`src/rtl/core/closed_tour_length_unit_assert.svh`:
```
// Assertion macros for the tour length unit; clocked on clk, off during rst.
`ifndef CLOSED_TOUR_LENGTH_UNIT_ASSERT_SVH
`define CLOSED_TOUR_LENGTH_UNIT_ASSERT_SVH

// Same-cycle implication.
`define CTLU_ASSERT_IMP(label, ante, cons, msg) \
  label: assert property (@(posedge clk) disable iff (rst) (ante) |-> (cons)) \
    else $error(msg);

// Next-cycle implication.
`define CTLU_ASSERT_NXT(label, ante, cons, msg) \
  label: assert property (@(posedge clk) disable iff (rst) (ante) |=> (cons)) \
    else $error(msg);

`endif

```
`src/rtl/core/ctlu_pkg.sv`:
```
`default_nettype none
package ctlu_pkg;

  localparam int COORD_BITS = 24;
  localparam int SUM_BITS   = 40;

  // |a - b| of two signed coordinates needs one more bit
  localparam int DIFF_W = COORD_BITS + 1;
  localparam int SQ_W   = 2 * DIFF_W;
  localparam int RAD_W  = SQ_W;
  localparam int ROOT_W = DIFF_W;
  localparam int REM_W  = ROOT_W + 2;
  localparam int ACC_W  = (SUM_BITS > ROOT_W ? SUM_BITS : ROOT_W) + 1;
  localparam int CNT_W  = $clog2(ROOT_W);

  typedef struct packed {
    logic load_city;
    logic begin_tour;
    logic leg_close;
    logic take_diff;
    logic square_x;
    logic square_y;
    logic root_init;
    logic root_step;
    logic accumulate;
    logic emit;
  } ctlu_cmd_t;

  typedef struct packed {
    logic started;
    logic last;
    logic result_busy;
  } ctlu_status_t;

endpackage
`default_nettype wire

```
`src/rtl/core/ctlu_ctrl.sv`:
```
`default_nettype none
module ctlu_ctrl
  import ctlu_pkg::*;
(
  input  logic         clk,
  input  logic         rst,
  input  logic         city_valid,
  output logic         city_ready,
  input  ctlu_status_t status,
  output ctlu_cmd_t    cmd
);

  typedef enum logic [3:0] {
    S_IDLE, S_CHECK, S_DIFF, S_SQX, S_SQY, S_SUM, S_ROOT, S_ACC, S_EMIT
  } state_t;

  state_t           state;
  logic             ready;
  logic             leg_close;
  logic [CNT_W-1:0] cnt;

  assign city_ready = ready;

  always_ff @(posedge clk) begin
    if (rst) begin
      state     <= S_IDLE;
      ready     <= 1'b1;
      leg_close <= 1'b0;
      cnt       <= '0;
    end else begin
      case (state)
        S_IDLE: begin
          if (city_valid && ready) begin
            state <= S_CHECK;
            ready <= 1'b0;
          end
        end
        S_CHECK: begin
          if (!status.started) begin
            // first city of a tour: no leg to add
            state <= status.last ? S_EMIT : S_IDLE;
            ready <= !status.last;
          end else begin
            leg_close <= 1'b0;
            state     <= S_DIFF;
          end
        end
        S_DIFF: state <= S_SQX;
        S_SQX:  state <= S_SQY;
        S_SQY:  state <= S_SUM;
        S_SUM: begin
          cnt   <= CNT_W'(ROOT_W - 1);
          state <= S_ROOT;
        end
        S_ROOT: begin
          if (cnt == '0) begin
            state <= S_ACC;
          end else begin
            cnt <= cnt - 1'b1;
          end
        end
        S_ACC: begin
          if (status.last && !leg_close) begin
            // run the closing leg back to the first city
            leg_close <= 1'b1;
            state     <= S_DIFF;
          end else if (status.last) begin
            state <= S_EMIT;
          end else begin
            state <= S_IDLE;
            ready <= 1'b1;
          end
        end
        S_EMIT: begin
          if (!status.result_busy) begin
            state <= S_IDLE;
            ready <= 1'b1;
          end
        end
        default: begin
          state <= S_IDLE;
          ready <= 1'b1;
        end
      endcase
    end
  end

  always_comb begin
    cmd           = '0;
    cmd.leg_close = leg_close;
    case (state)
      S_IDLE:  cmd.load_city  = city_valid && ready;
      S_CHECK: cmd.begin_tour = !status.started;
      S_DIFF:  cmd.take_diff  = 1'b1;
      S_SQX:   cmd.square_x   = 1'b1;
      S_SQY:   cmd.square_y   = 1'b1;
      S_SUM:   cmd.root_init  = 1'b1;
      S_ROOT:  cmd.root_step  = 1'b1;
      S_ACC:   cmd.accumulate = 1'b1;
      S_EMIT:  cmd.emit       = !status.result_busy;
      default: cmd.load_city  = 1'b0;
    endcase
  end

endmodule
`default_nettype wire

```
`src/rtl/core/ctlu_dpath.sv`:
```
`default_nettype none
module ctlu_dpath
  import ctlu_pkg::*;
(
  input  logic                         clk,
  input  logic                         rst,
  input  ctlu_cmd_t                    cmd,
  output ctlu_status_t                 status,
  input  logic signed [COORD_BITS-1:0] x_coord,
  input  logic signed [COORD_BITS-1:0] y_coord,
  input  logic                         last_city,
  output logic                         result_valid,
  input  logic                         result_ready,
  output logic        [SUM_BITS-1:0]   tour_length,
  output logic                         length_saturated
);

  localparam logic [SUM_BITS-1:0] SUM_MAX = '1;

  logic [COORD_BITS-1:0] cur_x, cur_y, first_x, first_y, prev_x, prev_y;
  logic                  last, started, saturated_flag;
  logic [SUM_BITS-1:0]   running_total;

  logic [DIFF_W-1:0]     dx, dy;
  logic [SQ_W-1:0]       sq_x, sq_y;
  logic [RAD_W-1:0]      rad;
  logic [REM_W-1:0]      rem;
  logic [ROOT_W-1:0]     root;

  // leg operands
  logic [COORD_BITS-1:0] ax, ay, bx, by;
  logic [DIFF_W-1:0]     diff_x, diff_y, mag_x, mag_y;
  logic [DIFF_W-1:0]     mul_in;
  logic [SQ_W-1:0]       prod;
  logic [REM_W-1:0]      rem_sh, trial;
  logic                  fits;
  logic [ACC_W-1:0]      acc_sum;

  assign ax = cmd.leg_close ? cur_x   : prev_x;
  assign ay = cmd.leg_close ? cur_y   : prev_y;
  assign bx = cmd.leg_close ? first_x : cur_x;
  assign by = cmd.leg_close ? first_y : cur_y;

  assign diff_x = {ax[COORD_BITS-1], ax} - {bx[COORD_BITS-1], bx};
  assign diff_y = {ay[COORD_BITS-1], ay} - {by[COORD_BITS-1], by};
  assign mag_x  = diff_x[DIFF_W-1] ? (~diff_x + 1'b1) : diff_x;
  assign mag_y  = diff_y[DIFF_W-1] ? (~diff_y + 1'b1) : diff_y;

  // one squarer shared by both axes
  assign mul_in = cmd.square_y ? dy : dx;
  assign prod   = SQ_W'(mul_in) * SQ_W'(mul_in);

  // one radix-2 root digit per step
  assign rem_sh = {rem[REM_W-3:0], rad[RAD_W-1 -: 2]};
  assign trial  = {root, 2'b01};
  assign fits   = rem_sh >= trial;

  assign acc_sum = ACC_W'(running_total) + ACC_W'(root);

  assign status.started     = started;
  assign status.last        = last;
  assign status.result_busy = result_valid && !result_ready;

  always_ff @(posedge clk) begin
    if (rst) begin
      started      <= 1'b0;
      result_valid <= 1'b0;
    end else begin
      if (cmd.begin_tour) begin
        started <= 1'b1;
      end else if (cmd.emit) begin
        started <= 1'b0;
      end
      if (cmd.emit) begin
        result_valid <= 1'b1;
      end else if (result_ready) begin
        result_valid <= 1'b0;
      end
    end
  end

  always_ff @(posedge clk) begin
    if (cmd.load_city) begin
      cur_x <= x_coord;
      cur_y <= y_coord;
      last  <= last_city;
    end

    if (cmd.begin_tour) begin
      first_x        <= cur_x;
      first_y        <= cur_y;
      prev_x         <= cur_x;
      prev_y         <= cur_y;
      running_total  <= '0;
      saturated_flag <= 1'b0;
    end

    if (cmd.take_diff) begin
      dx <= mag_x;
      dy <= mag_y;
      // prev is read this cycle for the forward leg, then advance it
      if (!cmd.leg_close) begin
        prev_x <= cur_x;
        prev_y <= cur_y;
      end
    end

    if (cmd.square_x) sq_x <= prod;
    if (cmd.square_y) sq_y <= prod;

    if (cmd.root_init) begin
      rad  <= sq_x + sq_y;
      rem  <= '0;
      root <= '0;
    end else if (cmd.root_step) begin
      rad  <= {rad[RAD_W-3:0], 2'b00};
      rem  <= fits ? (rem_sh - trial) : rem_sh;
      root <= {root[ROOT_W-2:0], fits};
    end

    if (cmd.accumulate) begin
      if (acc_sum > ACC_W'(SUM_MAX)) begin
        running_total  <= SUM_MAX;
        saturated_flag <= 1'b1;
      end else begin
        running_total <= acc_sum[SUM_BITS-1:0];
      end
    end

    if (cmd.emit) begin
      tour_length      <= running_total;
      length_saturated <= saturated_flag;
      running_total    <= '0;
      saturated_flag   <= 1'b0;
    end
  end

endmodule
`default_nettype wire

```
`src/rtl/core/closed_tour_length_unit.sv`:
```
// Channel  Handshake                    Payload
// city     city_valid / city_ready      x_coord, y_coord, last_city
// result   result_valid / result_ready  tour_length, length_saturated
//
// A city that starts a tour adds no leg, and when it is also the last city it
// loads the result register; every other city adds one leg, and a last city
// also adds the closing leg to the first city, then loads the result register.
// Each leg runs a difference, two squarings on one multiplier, a sum, then
// 25 steps of the radix-2 square root unit and one accumulate step.
// Synchronous reset returns to idle with no tour in progress and no result.
// A result waits in its register while the next city is taken; the block
// stalls before overwriting it.
`default_nettype none
module closed_tour_length_unit
  import ctlu_pkg::*;
(
  input  logic                         clk,
  input  logic                         rst,
  input  logic                         city_valid,
  output logic                         city_ready,
  input  logic signed [COORD_BITS-1:0] x_coord,
  input  logic signed [COORD_BITS-1:0] y_coord,
  input  logic                         last_city,
  output logic                         result_valid,
  input  logic                         result_ready,
  output logic        [SUM_BITS-1:0]   tour_length,
  output logic                         length_saturated
);

  ctlu_cmd_t    cmd;
  ctlu_status_t status;

  ctlu_ctrl u_ctrl (
    .clk        (clk),
    .rst        (rst),
    .city_valid (city_valid),
    .city_ready (city_ready),
    .status     (status),
    .cmd        (cmd)
  );

  ctlu_dpath u_dpath (
    .clk              (clk),
    .rst              (rst),
    .cmd              (cmd),
    .status           (status),
    .x_coord          (x_coord),
    .y_coord          (y_coord),
    .last_city        (last_city),
    .result_valid     (result_valid),
    .result_ready     (result_ready),
    .tour_length      (tour_length),
    .length_saturated (length_saturated)
  );

`include "closed_tour_length_unit_assert.svh"

  `CTLU_ASSERT_NXT(a_busy_after_request, city_valid && city_ready, !city_ready,
                   "request not held off")
  `CTLU_ASSERT_IMP(a_no_overwrite, cmd.emit, !result_valid || result_ready,
                   "pending result overwritten")
  `CTLU_ASSERT_NXT(a_emit_shows, cmd.emit, result_valid, "emitted result not shown")
  `CTLU_ASSERT_IMP(a_sat_at_max, result_valid && length_saturated, tour_length == '1,
                   "saturated length not at maximum")

endmodule
`default_nettype wire
```
`config.mk`:
```
export PLATFORM = sky130hd
export DESIGN_NAME = closed_tour_length_unit
export DESIGN_NICKNAME = d
export VERILOG_FILES = /design/src/rtl/core/ctlu_pkg.sv /design/src/rtl/core/ctlu_ctrl.sv /design/src/rtl/core/ctlu_dpath.sv /design/src/rtl/core/closed_tour_length_unit.sv
export VERILOG_INCLUDE_DIRS = /design/src /design/src/rtl/core
export SDC_FILE = /design/constraint.sdc
export NUM_CORES = 2
export LEC_CHECK = 0
export BUFFER_PORTS_ARGS = -buffer_cell sky130_fd_sc_hd__buf_2
export CORE_ASPECT_RATIO = 1.4
export CORE_MARGIN = 1.5
export CORE_UTILIZATION = 30
export DETAILED_ROUTE_END_ITERATION = 10
export SETUP_SLACK_MARGIN = 0.1
export SYNTH_ARGS = -nofsm -noshare
export SYNTH_HDL_FRONTEND = slang
export SYNTH_SLANG_ARGS = --single-unit
```
`constraint.sdc`:
```
create_clock -name clk -period 21 [get_ports clk]
set_clock_uncertainty 0.1 [all_clocks]
set_input_delay 4.2 -clock clk [delete_from_list [all_inputs] [get_ports clk]]
set_output_delay 4.2 -clock clk [all_outputs]
set_load 0.01 [all_outputs]
```
==> impl_metrics.env <==
export IMPL_cts_resized=0
export IMPL_reg2reg_depth=24
export IMPL_io_pins=96
export IMPL_holdCritPathClass="reg -> reg"
export IMPL_setup_violations=0
export IMPL_slew_headroom_pct=20.7
export IMPL_rr_startpoint="u_ctrl.state[3]"
export IMPL_cts_htree_levels=2
export IMPL_grt_pass1_vias=31888
export IMPL_drt_wl_total_mm=104
export IMPL_maxClockFrequency_mhz=98.6
export IMPL_ys_seq_area_share_pct=30.3
export IMPL_route_vias_total=30687
export IMPL_final_hold_viol_count=0
export IMPL_core_area_um2=144000
export IMPL_fin_crit_sh_pct=48.3
export IMPL_dp_hpwl_mm=80.8
export IMPL_cts_root_buffer_cell="clkbuf_16"
export IMPL_reg2reg_to="u_dpath.sq_x[48]"
export IMPL_clk_pin_slew_ns=0.06
export IMPL_yosys_area_share_xor_xnor_pct=4.18
export IMPL_start_util_pct=30.1
export IMPL_synthCells=4378
export IMPL_die_area_um2=147000
export IMPL_cts_buffer_depth=3
export IMPL_grt_pass1_wl_mm=167
export IMPL_status="finished clean"
export IMPL_clock_latency_ns=0.68
export IMPL_critPathKind="reg -> reg"
export IMPL_crit_path_end_kind="flip-flop"
export IMPL_grt_max_degree=93
export IMPL_synthTopCellsByArea="edfxtp_1, fa_1, ha_1, dfxtp_1, inv_1"
export IMPL_cts_buffers_inserted=55
export IMPL_synth_top_area_cell="edfxtp_1"
export IMPL_cp_arrival_ns=10.45
export IMPL_gp_congestion=0.930
export IMPL_yosys_area_share_simple_pct=10.3
export IMPL_synth_top_family_by_area="adder cells"
export IMPL_rsz0062_at_grt="false"
export IMPL_synth_seq_cells=488
export IMPL_start_kind="flip-flop"
export IMPL_drive_gt1_share_pct=8.53
export IMPL_worstPathRequired_ns=21.30
export IMPL_postCtsSetupRepairBufs=0
export IMPL_dieHeight_um=453
export IMPL_synthFlopType="edfxtp_1"
export IMPL_syn_area_per_cell_um2=9.91
export IMPL_drtPass1Iterations=5
export IMPL_antenna_found_initial=1
export IMPL_r2r_setup_slack_ns=10.86
export IMPL_ant_nets=0
export IMPL_num_rows=165
export IMPL_syn_num_nets=5231
export IMPL_fillers=14840
export IMPL_tightest_slew_ns=1.19
export IMPL_drc_errors=0
export IMPL_synth_enable_flop_cells=336
export IMPL_yosys_area_top_type_share_pct=23.2
export IMPL_cp_max_fo=30
export IMPL_syn_to_final_growth_pct=10.4
export IMPL_syn_area_um2=43400
export IMPL_finalNetCount=5282
export IMPL_synth_adder_area_share_pct=31.2
export IMPL_fin_crit_ns=10.14
export IMPL_yosys_warnings=0
export IMPL_dieWidth_um=324
export IMPL_synthMuxAreaShare_pct=4.74
export IMPL_multi_input_area_um2=26800
export IMPL_synth_compound_area_share_pct=11.3
export IMPL_critical_path_endpoint="u_dpath.sq_x[48]"
export IMPL_via_per_inst=4.80
export IMPL_holdBufCountCts=0
export IMPL_synth_cell_type_count=94
export IMPL_drt_iter0_markers=1611
export IMPL_gr_usage_all_layers_pct=13.9
export IMPL_maxCapViolCount=0
export IMPL_gr_total_overflow=0
export IMPL_cts_sinks=488
export IMPL_cts_tree="built"
export IMPL_wl_per_cell_um=16.2
export IMPL_regArea_um2=13100
export IMPL_async_reset_ff_share_pct=0
export IMPL_port_buffers=95
export IMPL_slew_viol_final=0
export IMPL_cp_startpoint="u_ctrl.state[3]"
export IMPL_fin_tns_setup_ns=0
-- through the flow --
| step | hold WS (ns) | util, % | setup slack, ns | instances | cell area (um2) |
|---|---|---|---|---|---|
| after floorplan | 0.308 | - | 11.96 | 4378 | 43400 |
| after global placement | 0.321 | 32.0 | 10.76 | 6291 | 46000 |
| after detailed placement | 0.338 | 32.0 | 10.42 | 6292 | 46100 |
| after CTS | 0.352 | 33.2 | 10.39 | 6396 | 47900 |
| after global routing | 0.367 | 33.2 | 10.34 | 6396 | 47900 |
| final | 0.346 | 33.2 | 10.86 | 6397 | 47900 |
-- per-layer routing --
metal	share of wire, %	routed length (um)	track usage (%)	vias up
met2	52	54200	26.2	642
met5	0	0	0	-
met3	4.1	4280	1.58	251
li1	-	-	-	14664
met1	39	40600	15.8	15130
met4	4.4	4580	6.01	0
-- critical path, stage by stage, from the launching register on --
cell,delay [ns]
dfxtp_1,0.45
nor3_2,0.23
buf_4,0.44
mux2i_2,0.90
inv_1,0.64
nand2_1,0.30
fa_1,0.45
fa_1,0.52
fa_1,0.55
inv_1,0.05
fa_1,0.50
inv_1,0.05
fa_1,0.56
fa_1,0.43
fa_1,0.49
inv_1,0.04
ha_1,0.35
and3_1,0.30
nor3b_1,0.30
nand3_1,0.20
a41oi_1,0.49
o21ai_0,0.33
o21ai_0,0.63
a2111oi_0,0.17
a311o_1,0.33
-- cell usage in the layout, fill, tap and decap left out, drive strengths merged, types with 14 or more instances in the layout --
cell type and instances:
clkinv 26, buf 134, and2 14, fa 470, o21ai 186, dfxtp 152
a21o 86, inv 770, and3 38, a31oi 50, clkbuf 71, o21bai 22
edfxtp 336, nand3 64, nand2 406, nand2b 31, xnor2 129, mux2 116
nor2b 21, nand4 26, ha 330, o21a 24, a21oi 242, nor3 60
mux2i 75, nor2 291, a211oi 24, xor2 78, o211ai 15
-- logic make-up (layout without fill, tap and decap cells) --
| kind of cell | after synthesis | count (layout) |
|---|---|---|
| AO/OA/AOI/OAI | 773 | 773 |
| XOR/XNOR | 207 | 207 |
| adder cells (fa/ha/maj) | 800 | 800 |
| buffers and inverters | 913 | 1011 |
| flip-flops | 488 | 488 |
| multiplexers | 191 | 191 |
| other | 0 | 1 |
| AND/OR/NAND/NOR | 1006 | 1006 |
-- sequential cells by signal (all words and copies together), names as in the netlist, 4 cells and up --
signal / flops
u_ctrl.cnt: 5
u_ctrl.state: 4
u_dpath.cur_x: 24
u_dpath.cur_y: 24
u_dpath.dx: 25
u_dpath.dy: 25
u_dpath.first_x: 24
u_dpath.first_y: 24
u_dpath.prev_x: 24
u_dpath.prev_y: 24
u_dpath.rad: 50
u_dpath.rem: 25
u_dpath.root: 25
u_dpath.running_total: 40
u_dpath.sq_x: 49
u_dpath.sq_y: 49
u_dpath.tour_length: 40
-- synth_stat cells (6+ instances only) --
master and number:
o31ai_1 12, buf_1 22, a32oi_1 11, a31o_2 7, inv_1 767, nand2b_1 30, ha_1 330, nor3_1 58
a311oi_1 8, a21oi_1 241, nand3b_1 6, o21a_1 23, a22oi_1 9, mux2i_1 75, or3_1 11, edfxtp_1 336
nor2b_1 21, or2_2 9, nand4_1 26, a211oi_1 23, nor2_1 291, a31oi_1 50, a211o_1 6, o211ai_1 15
o21bai_1 22, a21boi_0 6, nand3_1 64, mux2_2 116, nor4b_1 7, and2_1 14, clkbuf_1 102, fa_1 470
o21ai_0 179, o21ai_1 6, buf_2 10, xor2_1 78, dfxtp_1 152, a21o_1 85, nand2_1 406, xnor2_1 129
and3_1 38
-- worst min-delay path by stage --
stage,startpoint,to,slack (ns),cells after the start
3_5_place_dp,u_dpath.saturated_flag,u_dpath.length_saturated,0.34,0
4_1_cts,u_dpath.saturated_flag,u_dpath.length_saturated,0.35,0
5_1_grt,u_dpath.saturated_flag,u_dpath.length_saturated,0.37,0
6_report,u_dpath.saturated_flag,u_dpath.length_saturated,0.35,0
3_3_place_gp,u_dpath.saturated_flag,u_dpath.length_saturated,0.32,0
2_1_floorplan,u_dpath.saturated_flag,u_dpath.length_saturated,0.31,0
-- area by class of cell --
cell class | instances | share of cell area [%]
Sequential cell | 488 | 27.4
Timing Repair Buffer | 134 | 1.61
Multi-Input combinational cell | 2977 | 56.1
Inverter | 773 | 6.06
Antenna cell | 1 | 0.00522
Clock buffer | 71 | 3.02
Clock inverter | 33 | 0.812
Tap cell | 1920 | 5.02
Power is not shown: default switching activity piles up to over one toggle a cycle in this logic, so the estimate is an artifact.
